===== src/sv/bldc_pkg.sv =====
// Package for the six-step commutator: request and result types, register
// indexes, reset values and the commutation step tables.
// Depends on nothing; used by the core, its checker and its testbench.
package bldc_pkg;

    // Default width of the open-loop delay and tick counter.
    localparam int DELAY_WIDTH_DEFAULT = 16;

    // Configuration register widths and reset values.
    localparam int CFG_DATA_W = 16;
    localparam logic [15:0] RAMP_START_RESET = 16'd3500;
    localparam logic [15:0] RAMP_END_RESET   = 16'd1000;
    localparam logic [7:0]  RAMP_DEC_RESET   = 8'd5;
    localparam logic [7:0]  QUALIFY_RESET    = 8'd10;

    // Commutation sequence has six steps, numbered from zero.
    localparam logic [2:0] STEP_LAST = 3'd5;

    // Drive pattern: bits 2:0 high side, bits 5:3 low side.
    localparam logic [5:0] DRIVE_OFF = 6'd0;
    // Sense selection: bits 1:0 phase, bit 2 set for a rising edge.
    localparam logic [2:0] SENSE_RESET = 3'b100;

    // Configuration register indexes.
    typedef enum logic [1:0] {
        CFG_RAMP_START = 2'd0,
        CFG_RAMP_END   = 2'd1,
        CFG_RAMP_DEC   = 2'd2,
        CFG_QUALIFY    = 2'd3
    } t_cfg_reg;

    // Operating mode, also reported on the result.
    typedef enum logic [1:0] {
        MODE_STOPPED = 2'd0,
        MODE_RAMP    = 2'd1,
        MODE_CLOSED  = 2'd2
    } t_mode;

    // One timer tick request.
    typedef struct packed {
        logic button_pressed;
        logic comparator_out;
    } t_in_item;

    // One result per tick.
    typedef struct packed {
        logic [2:0] high_side_enable;
        logic [2:0] low_side_on;
        logic [1:0] sense_phase;
        logic       sense_rising;
        logic       commutated;
        logic [1:0] run_mode;
    } t_out_item;

    // Bridge pattern of each step: AH-BL, AH-CL, BH-CL, BH-AL, CH-AL, CH-BL.
    function automatic logic [5:0] step_drive(input logic [2:0] step);
        logic [5:0] pattern;
        case (step)
            3'd1:    pattern = {3'b100, 3'b001};
            3'd2:    pattern = {3'b100, 3'b010};
            3'd3:    pattern = {3'b001, 3'b010};
            3'd4:    pattern = {3'b001, 3'b100};
            3'd5:    pattern = {3'b010, 3'b100};
            default: pattern = {3'b010, 3'b001};
        endcase
        return pattern;
    endfunction

    // Floating phase and expected edge of each step:
    // C rising, B falling, A rising, C falling, B rising, A falling.
    function automatic logic [2:0] step_sense(input logic [2:0] step);
        logic [2:0] sel;
        case (step)
            3'd1:    sel = {1'b0, 2'd1};
            3'd2:    sel = {1'b1, 2'd0};
            3'd3:    sel = {1'b0, 2'd2};
            3'd4:    sel = {1'b1, 2'd1};
            3'd5:    sel = {1'b0, 2'd0};
            default: sel = {1'b1, 2'd2};
        endcase
        return sel;
    endfunction

endpackage


===== src/sv/bldc_six_step_commutator_core.sv =====
// Six-step commutator core for a sensorless brushless DC motor bridge.
// Depends on bldc_pkg for the request and result types, register indexes
// and step tables.
//
// Each request is one timer tick carrying the run button level and the
// back-EMF comparator sample; each request gives exactly one result, which
// shows the bridge pattern, the watched phase and edge, the run mode and
// whether the tick commutated. A request is taken in every cycle in which
// o_in_stall is low: the whole state update is one pass of compares and
// counters, written at the accepting edge into the state registers and the
// result register, or the skid register while a result is held. The result
// side has a two-entry buffer (result register plus skid register); o_in_stall
// rises only while both are full. No clearing pass follows reset. Configuration
// writes are always ready and must only be made while the block is idle.
// DELAY_WIDTH sets the width of the open-loop delay and tick counter.
module bldc_six_step_commutator_core #(
    parameter int DELAY_WIDTH = bldc_pkg::DELAY_WIDTH_DEFAULT
) (
    input  logic                                 i_clk,
    input  logic                                 i_rst_n,
    // Tick requests
    input  logic                                 i_in_valid,
    output logic                                 o_in_stall,
    input  bldc_pkg::t_in_item                   i_in,
    // Results
    output logic                                 o_out_valid,
    input  logic                                 i_out_stall,
    output bldc_pkg::t_out_item                  o_out,
    // Configuration writes
    input  logic                                 i_cfg_valid,
    output logic                                 o_cfg_ready,
    input  bldc_pkg::t_cfg_reg                   i_cfg_index,
    input  logic [bldc_pkg::CFG_DATA_W-1:0]      i_cfg_data
);

    // Compare width wide enough for both the delay and the 16-bit end delay.
    localparam int CMP_W = (DELAY_WIDTH > 16) ? DELAY_WIDTH : 16;

    // Configuration registers.
    logic [15:0] r_ramp_start;
    logic [15:0] r_ramp_end;
    logic [7:0]  r_ramp_dec;
    logic [7:0]  r_qualify;

    // Commutator state.
    logic [2:0]             r_step, n_step;
    bldc_pkg::t_mode        r_mode, n_mode;
    logic [DELAY_WIDTH-1:0] r_delay, n_delay;
    logic [DELAY_WIDTH-1:0] r_tick, n_tick;
    logic [7:0]             r_good, n_good;
    logic                   r_qual, n_qual;
    logic                   r_prev_comp;
    logic [5:0]             r_drive, n_drive;
    logic [2:0]             r_sense, n_sense;

    // Result buffer.
    logic                   r_out_valid;
    bldc_pkg::t_out_item    r_out;
    logic                   r_skid_valid;
    bldc_pkg::t_out_item    r_skid;

    logic                   in_accept;
    logic                   out_pop;
    logic                   done;
    logic [2:0]             step_safe;
    logic [DELAY_WIDTH-1:0] tick_inc;
    logic [DELAY_WIDTH-1:0] dec_ext;
    logic [DELAY_WIDTH-1:0] delay_dec;
    logic [DELAY_WIDTH-1:0] start_trunc;
    logic [7:0]             good_inc;
    logic                   want;
    bldc_pkg::t_out_item    n_result;

    assign o_cfg_ready = 1'b1;
    assign in_accept   = i_in_valid && !o_in_stall;
    assign out_pop     = r_out_valid && !i_out_stall;
    assign o_in_stall  = r_skid_valid;
    assign o_out_valid = r_out_valid;
    assign o_out       = r_out;

    // Configuration register writes.
    always_ff @(posedge i_clk) begin
        if (!i_rst_n) begin
            r_ramp_start <= bldc_pkg::RAMP_START_RESET;
            r_ramp_end   <= bldc_pkg::RAMP_END_RESET;
            r_ramp_dec   <= bldc_pkg::RAMP_DEC_RESET;
            r_qualify    <= bldc_pkg::QUALIFY_RESET;
        end else if (i_cfg_valid && o_cfg_ready) begin
            case (i_cfg_index)
                bldc_pkg::CFG_RAMP_START: r_ramp_start <= i_cfg_data;
                bldc_pkg::CFG_RAMP_END:   r_ramp_end   <= i_cfg_data;
                bldc_pkg::CFG_RAMP_DEC:   r_ramp_dec   <= i_cfg_data[7:0];
                bldc_pkg::CFG_QUALIFY:    r_qualify    <= i_cfg_data[7:0];
                default: ;
            endcase
        end
    end

    // Operands shared by the update logic.
    assign step_safe   = (r_step > bldc_pkg::STEP_LAST) ? 3'd0 : r_step;
    assign tick_inc    = r_tick + DELAY_WIDTH'(1);
    assign dec_ext     = DELAY_WIDTH'(r_ramp_dec);
    assign delay_dec   = (r_delay > dec_ext) ? (r_delay - dec_ext) : '0;
    assign start_trunc = DELAY_WIDTH'(r_ramp_start);
    assign good_inc    = r_good + 8'd1;
    assign want        = r_sense[2];

    // Next state for one tick.
    always_comb begin
        n_step  = r_step;
        n_mode  = r_mode;
        n_delay = r_delay;
        n_tick  = r_tick;
        n_good  = r_good;
        n_qual  = r_qual;
        n_drive = r_drive;
        n_sense = r_sense;
        done    = 1'b0;
        if (!i_in.button_pressed) begin
            n_mode  = bldc_pkg::MODE_STOPPED;
            n_drive = bldc_pkg::DRIVE_OFF;
            n_delay = start_trunc;
            n_tick  = '0;
            n_good  = 8'd0;
            n_qual  = 1'b0;
        end else begin
            // Leaving stopped: pick ramp or go straight to closed loop.
            if (r_mode != bldc_pkg::MODE_RAMP && r_mode != bldc_pkg::MODE_CLOSED) begin
                n_mode = (CMP_W'(r_delay) <= CMP_W'(r_ramp_end)) ?
                         bldc_pkg::MODE_CLOSED : bldc_pkg::MODE_RAMP;
                n_tick = '0;
                n_good = 8'd0;
                n_qual = 1'b0;
            end
            if (n_mode == bldc_pkg::MODE_RAMP) begin
                // Open-loop ramp: commutate when the tick count reaches the delay.
                n_tick = (r_mode == bldc_pkg::MODE_RAMP) ? tick_inc : DELAY_WIDTH'(1);
                if (n_tick >= r_delay) begin
                    done    = 1'b1;
                    n_tick  = '0;
                    n_delay = delay_dec;
                    if (CMP_W'(delay_dec) <= CMP_W'(r_ramp_end)) begin
                        n_mode = bldc_pkg::MODE_CLOSED;
                        n_qual = 1'b0;
                        n_good = 8'd0;
                    end
                end
            end else begin
                // Closed loop: wait for the edge, then count matching samples.
                if (!n_qual) begin
                    if (r_prev_comp != i_in.comparator_out && i_in.comparator_out == want) begin
                        n_qual = 1'b1;
                        n_good = 8'd0;
                    end
                end else if (i_in.comparator_out == want) begin
                    n_good = good_inc;
                    if (good_inc >= r_qualify) begin
                        done   = 1'b1;
                        n_qual = 1'b0;
                        n_good = 8'd0;
                    end
                end
            end
            // Commutation applies the current step and advances the index.
            if (done) begin
                n_drive = bldc_pkg::step_drive(step_safe);
                n_sense = bldc_pkg::step_sense(step_safe);
                n_step  = (step_safe == bldc_pkg::STEP_LAST) ? 3'd0 : step_safe + 3'd1;
            end
        end
    end

    // Result of this tick, showing the state after it.
    always_comb begin
        n_result.high_side_enable = n_drive[2:0];
        n_result.low_side_on      = n_drive[5:3];
        n_result.sense_phase      = n_sense[1:0];
        n_result.sense_rising     = n_sense[2];
        n_result.commutated       = done;
        n_result.run_mode         = n_mode;
    end

    // State registers, updated on each accepted request.
    always_ff @(posedge i_clk) begin
        if (!i_rst_n) begin
            r_step      <= 3'd0;
            r_mode      <= bldc_pkg::MODE_STOPPED;
            r_delay     <= DELAY_WIDTH'(bldc_pkg::RAMP_START_RESET);
            r_tick      <= '0;
            r_good      <= 8'd0;
            r_qual      <= 1'b0;
            r_prev_comp <= 1'b0;
            r_drive     <= bldc_pkg::DRIVE_OFF;
            r_sense     <= bldc_pkg::SENSE_RESET;
        end else if (in_accept) begin
            r_step      <= n_step;
            r_mode      <= n_mode;
            r_delay     <= n_delay;
            r_tick      <= n_tick;
            r_good      <= n_good;
            r_qual      <= n_qual;
            r_prev_comp <= i_in.comparator_out;
            r_drive     <= n_drive;
            r_sense     <= n_sense;
        end
    end

    // Result register and skid register control.
    always_ff @(posedge i_clk) begin
        if (!i_rst_n) begin
            r_out_valid  <= 1'b0;
            r_skid_valid <= 1'b0;
        end else begin
            if (r_skid_valid) begin
                if (out_pop) begin
                    r_out_valid  <= 1'b1;
                    r_skid_valid <= 1'b0;
                end
            end else if (r_out_valid && !out_pop) begin
                if (in_accept) begin
                    r_skid_valid <= 1'b1;
                end
            end else begin
                r_out_valid <= in_accept;
            end
        end
    end

    // Result and skid payloads.
    always_ff @(posedge i_clk) begin
        if (r_skid_valid) begin
            if (out_pop) begin
                r_out <= r_skid;
            end
        end else if (r_out_valid && !out_pop) begin
            if (in_accept) begin
                r_skid <= n_result;
            end
        end else if (in_accept) begin
            r_out <= n_result;
        end
    end

`ifndef SYNTHESIS
    // The skid register only fills behind a held result.
    a_skid_behind_out: assert property (@(posedge i_clk) disable iff (!i_rst_n)
        r_skid_valid |-> r_out_valid)
        else $error("skid register holds a result while the result register is empty");

    // The step index stays within the six-step sequence.
    a_step_range: assert property (@(posedge i_clk) disable iff (!i_rst_n)
        r_step <= bldc_pkg::STEP_LAST)
        else $error("step index outside the commutation sequence");

    // A stopped motor has every switch off.
    a_stopped_off: assert property (@(posedge i_clk) disable iff (!i_rst_n)
        r_mode == bldc_pkg::MODE_STOPPED |-> r_drive == bldc_pkg::DRIVE_OFF)
        else $error("bridge driven while stopped");

    // A commutating result always carries a live bridge pattern.
    a_commutate_drive: assert property (@(posedge i_clk) disable iff (!i_rst_n)
        (o_out_valid && o_out.commutated) |->
            (o_out.high_side_enable != 3'd0 && o_out.low_side_on != 3'd0))
        else $error("commutation reported with the bridge off");

    // A request accepted into a free result register is offered next cycle.
    a_result_follows: assert property (@(posedge i_clk) disable iff (!i_rst_n)
        (in_accept && !r_out_valid) |=> o_out_valid)
        else $error("accepted request produced no result");
`endif

endmodule


===== config.mk =====
export PLATFORM = sky130hd
export DESIGN_NAME = bldc_six_step_commutator_core
export DESIGN_NICKNAME = d
export VERILOG_FILES = /design/src/sv/bldc_pkg.sv /design/src/sv/bldc_six_step_commutator_core.sv
export SDC_FILE = /design/constraint.sdc
export NUM_CORES = 1
export LEC_CHECK = 0
export BUFFER_PORTS_ARGS = -buffer_cell sky130_fd_sc_hd__buf_2
export CAP_MARGIN = 0
export CORE_MARGIN = 5
export CORE_UTILIZATION = 60
export CTS_CLUSTER_SIZE = 30
export DETAILED_ROUTE_END_ITERATION = 12
export GPL_TIMING_DRIVEN = 0
export PLACE_DENSITY = 0.78
export SLEW_MARGIN = 0
export SYNTH_ARGS = -nofsm -noshare
export SYNTH_HDL_FRONTEND = slang
export SYNTH_SLANG_ARGS = --single-unit

===== constraint.sdc =====
create_clock -name i_clk -period 9.2 [get_ports i_clk]
set_clock_uncertainty 0.2 [all_clocks]
set_input_delay 0.92 -clock i_clk [delete_from_list [all_inputs] [get_ports i_clk]]
set_output_delay 0.92 -clock i_clk [all_outputs]
set_load 0.02 [all_outputs]

==> impl_metrics.json <==
{
  "die_area_um2": 16000,
  "syn_nets": 1083,
  "antenna_found_initial": 0,
  "path_class": "flop to flop",
  "cts_tree": "done",
  "drt_pass1_iterations": 5,
  "clockBufferDepth": 2,
  "worstHoldPathType": "flop to flop",
  "ir_drop_uv": 130,
  "post-route-drc-count": 0,
  "p_int_mw": 1.10,
  "max_slew_margin": 0.305,
  "fin_ws_ns": 3.90,
  "cts_sinks": 130,
  "synth_area_um2": 8150,
  "vias_per_cell": 6.20,
  "power_frac_seq": 0.403,
  "n_antenna_cell": 0,
  "htree_levels": 4,
  "dpl.hpwl_mm": 16.9,
  "fin_tns_setup_ns": 0,
  "ys_ff_latch": 130,
  "layout_common_cells": "171 x nand2_1, 106 x dfxtp_1, 75 x a21oi_1, 68 x ha_1, 64 x nor2_1",
  "grt_max_degree": 17,
  "status": "completed",
  "slew_viol_final": 0,
  "synthCells": 989,
  "clk_pin_slew_ns": 0.06,
  "grt_pass1_vias": 7156,
  "drt-total-wl_mm": 23.1,
  "cap_viol_max_count": 0,
  "clock.fmax_mhz": 189,
  "dpl_worst_slack_ns": 4.05,
  "area_delta_synth_final_pct": 11.8,
  "pwr-share-clk": 0.432,
  "hold_violations": 0,
  "rsz0062_at_grt": "false",
  "synth-seq-area-share": 0.349,
  "nets": 1138,
  "clkLatencyLatePin_ns": 0.43,
  "yosysUniqueCellTypes": 87,
  "final_area_um2": 9110,
  "worstMarginPinSlew_ns": 1.04,
  "place_area_um2": 8550,
  "synthArstFlopShare": 0,
  "synth_warnings": 0,
  "postCtsHoldBufs": 0,
  "initial_core_util": 0.613,
  "period_minus_slack_ns": 5.30,
  "cp.arrival_ns": 5.28,
  "crit_fanout": 10,
  "die-height_um": 127,
  "synth-edff-count": 24,
  "period_share": 0.576,
  "numPortBuffers": 36,
  "startpoint_type": "flop",
  "root_buffer": "clkbuf_16",
  "setup_viol": 0,
  "wl_per_cell_um": 18.7,
  "drive_gt1_frac": 0.111,
  "p_leak_nw": 3.60,
  "p_switching_uw": 433,
  "grt_pass1_wl_mm": 36.9,
  "place_congestion": 1.00,
  "end_kind": "flop",
  "final_antenna_net_count": 0,
  "num_rows": 42,
  "sw_frac_of_total": 0.282,
  "dr.first_iter.drc_count": 725,
  "core_area_um2": 13300,
  "p_per_area_nw_per_um2": 169,
  "cts_buffers": 17,
  "reg2reg_depth": 18,
  "combPwrFrac": 0.166,
  "grt_usage": 0.289,
  "avgSynthCellArea_um2": 8.24,
  "synth_ff_type": "dfxtp_1",
  "final_common_cell": "nand2_1",
  "required_ns": 9.18,
  "cts_setup_buffers": 0,
  "gr-total-overflow": 0,
  "route.vias.total": 7641,
  "die_x_um": 127,
  "whs_path_depth": 2,
  "cts_resized": 0,
  "pin_count": 40
}
## cell usage after synthesis, drive strengths merged (11+ instances only)
cell / instances / area [um2]
xnor2: 17 / 149
o211ai: 17 / 128
a21o: 12 / 90.1
nor2b: 11 / 68.8
a22oi: 17 / 188
edfxtp: 24 / 721
a21oi: 76 / 384
nand4: 13 / 87.6
o21ai: 41 / 209
clkbuf: 40 / 150
and2: 19 / 119
nor2: 65 / 246
inv: 61 / 229
ha: 68 / 851
nand3: 39 / 195
nand2: 171 / 642
nor3: 24 / 120
dfxtp: 106 / 2120
## cell families after synthesis
logic type               after synthesis  share of synthesized area
AND/OR/NAND/NOR                      395                      0.228
AO/OA/AOI/OAI                        249                      0.221
flip-flops                           130                      0.349
buffers and inverters                111                     0.0563
adder cells (fa/ha/maj)               69                      0.107
XOR/XNOR                              24                     0.0258
multiplexers                          10                     0.0126
other                                  1                   0.000460
## sequential cells by signal, indices dropped and copies added (netlist names)
signal and count:
r_tick 16, r_drive 6, r_step 3, o_in_stall 1, o_out 12, r_good 8
r_mode 2, r_qualify 8, r_ramp_end 16, r_ramp_dec 8, r_ramp_start 16, r_sense 3
r_qual 1, r_prev_comp 1, o_out_valid 1, r_delay 16, r_skid 12
## critical path, cell delays in order, from the launching register on
cell	delay [ns]
dfxtp_1	0.37
inv_1	0.11
ha_1	0.17
inv_1	0.06
fa_1	0.40
a21o_1	0.20
a22oi_2	0.23
a21oi_2	0.18
a2111oi_4	0.44
clkbuf_1	0.44
nor2_1	0.10
ha_1	0.30
and4_1	0.24
nand4_1	0.16
nor4_1	0.39
a21oi_1	0.17
or2_1	0.31
o221a_2	0.30
mux2_2	0.27
## power by group through the flow
stage / registers (mW) / clock network, mW / logic (mW)
6_report: 0.618 / 0.663 / 0.255
5_1_grt: 0.620 / 0.691 / 0.279
4_1_cts: 0.618 / 0.665 / 0.251
3_5_place_dp: 0.630 / 0 / 0.248
3_3_place_gp: 0.629 / 0 / 0.243
2_1_floorplan: 0.630 / 0 / 0.172
## path summary, 6_finish.rpt
path	from	end	slack, ns
setup / recovery	r_delay[0]	o_out[0]	3.90
hold / removal	r_drive[3]	r_drive[3]	0.26
setup reg to reg	r_delay[0]	o_out[0]	3.90
hold reg to reg	r_drive[3]	r_drive[3]	0.26
## layer usage
metal	vias up	GRT usage	routed length [um]
met5	-	0	0
met4	0	0.121	847
met3	59	0.0723	1900
met2	362	0.460	10500
met1	3574	0.375	9760
li1	3646	-	-
## layout make-up
type | instances | area (um2)
Buffer | 50 | 230
Clock buffer | 26 | 479
Clock inverter | 6 | 82.6
Fill cell | 1093 | 4180
Inverter | 61 | 229
Multi-Input combinational cell | 748 | 4850
Sequential cell | 130 | 2840
Tap cell | 176 | 220
Timing Repair Buffer | 36 | 180
## stage by stage
step	hold slack (ns)	util	power, mW	instances
6_report	0.255	0.685	1.54	1233
5_1_grt	0.269	0.685	1.59	1233
4_1_cts	0.254	0.685	1.53	1233
3_5_place_dp	0.247	0.643	0.878	1201
3_3_place_gp	0.243	0.643	0.873	1201
2_1_floorplan	0.232	-	0.802	989
Note: power is estimated with default switching activity, not from simulation.
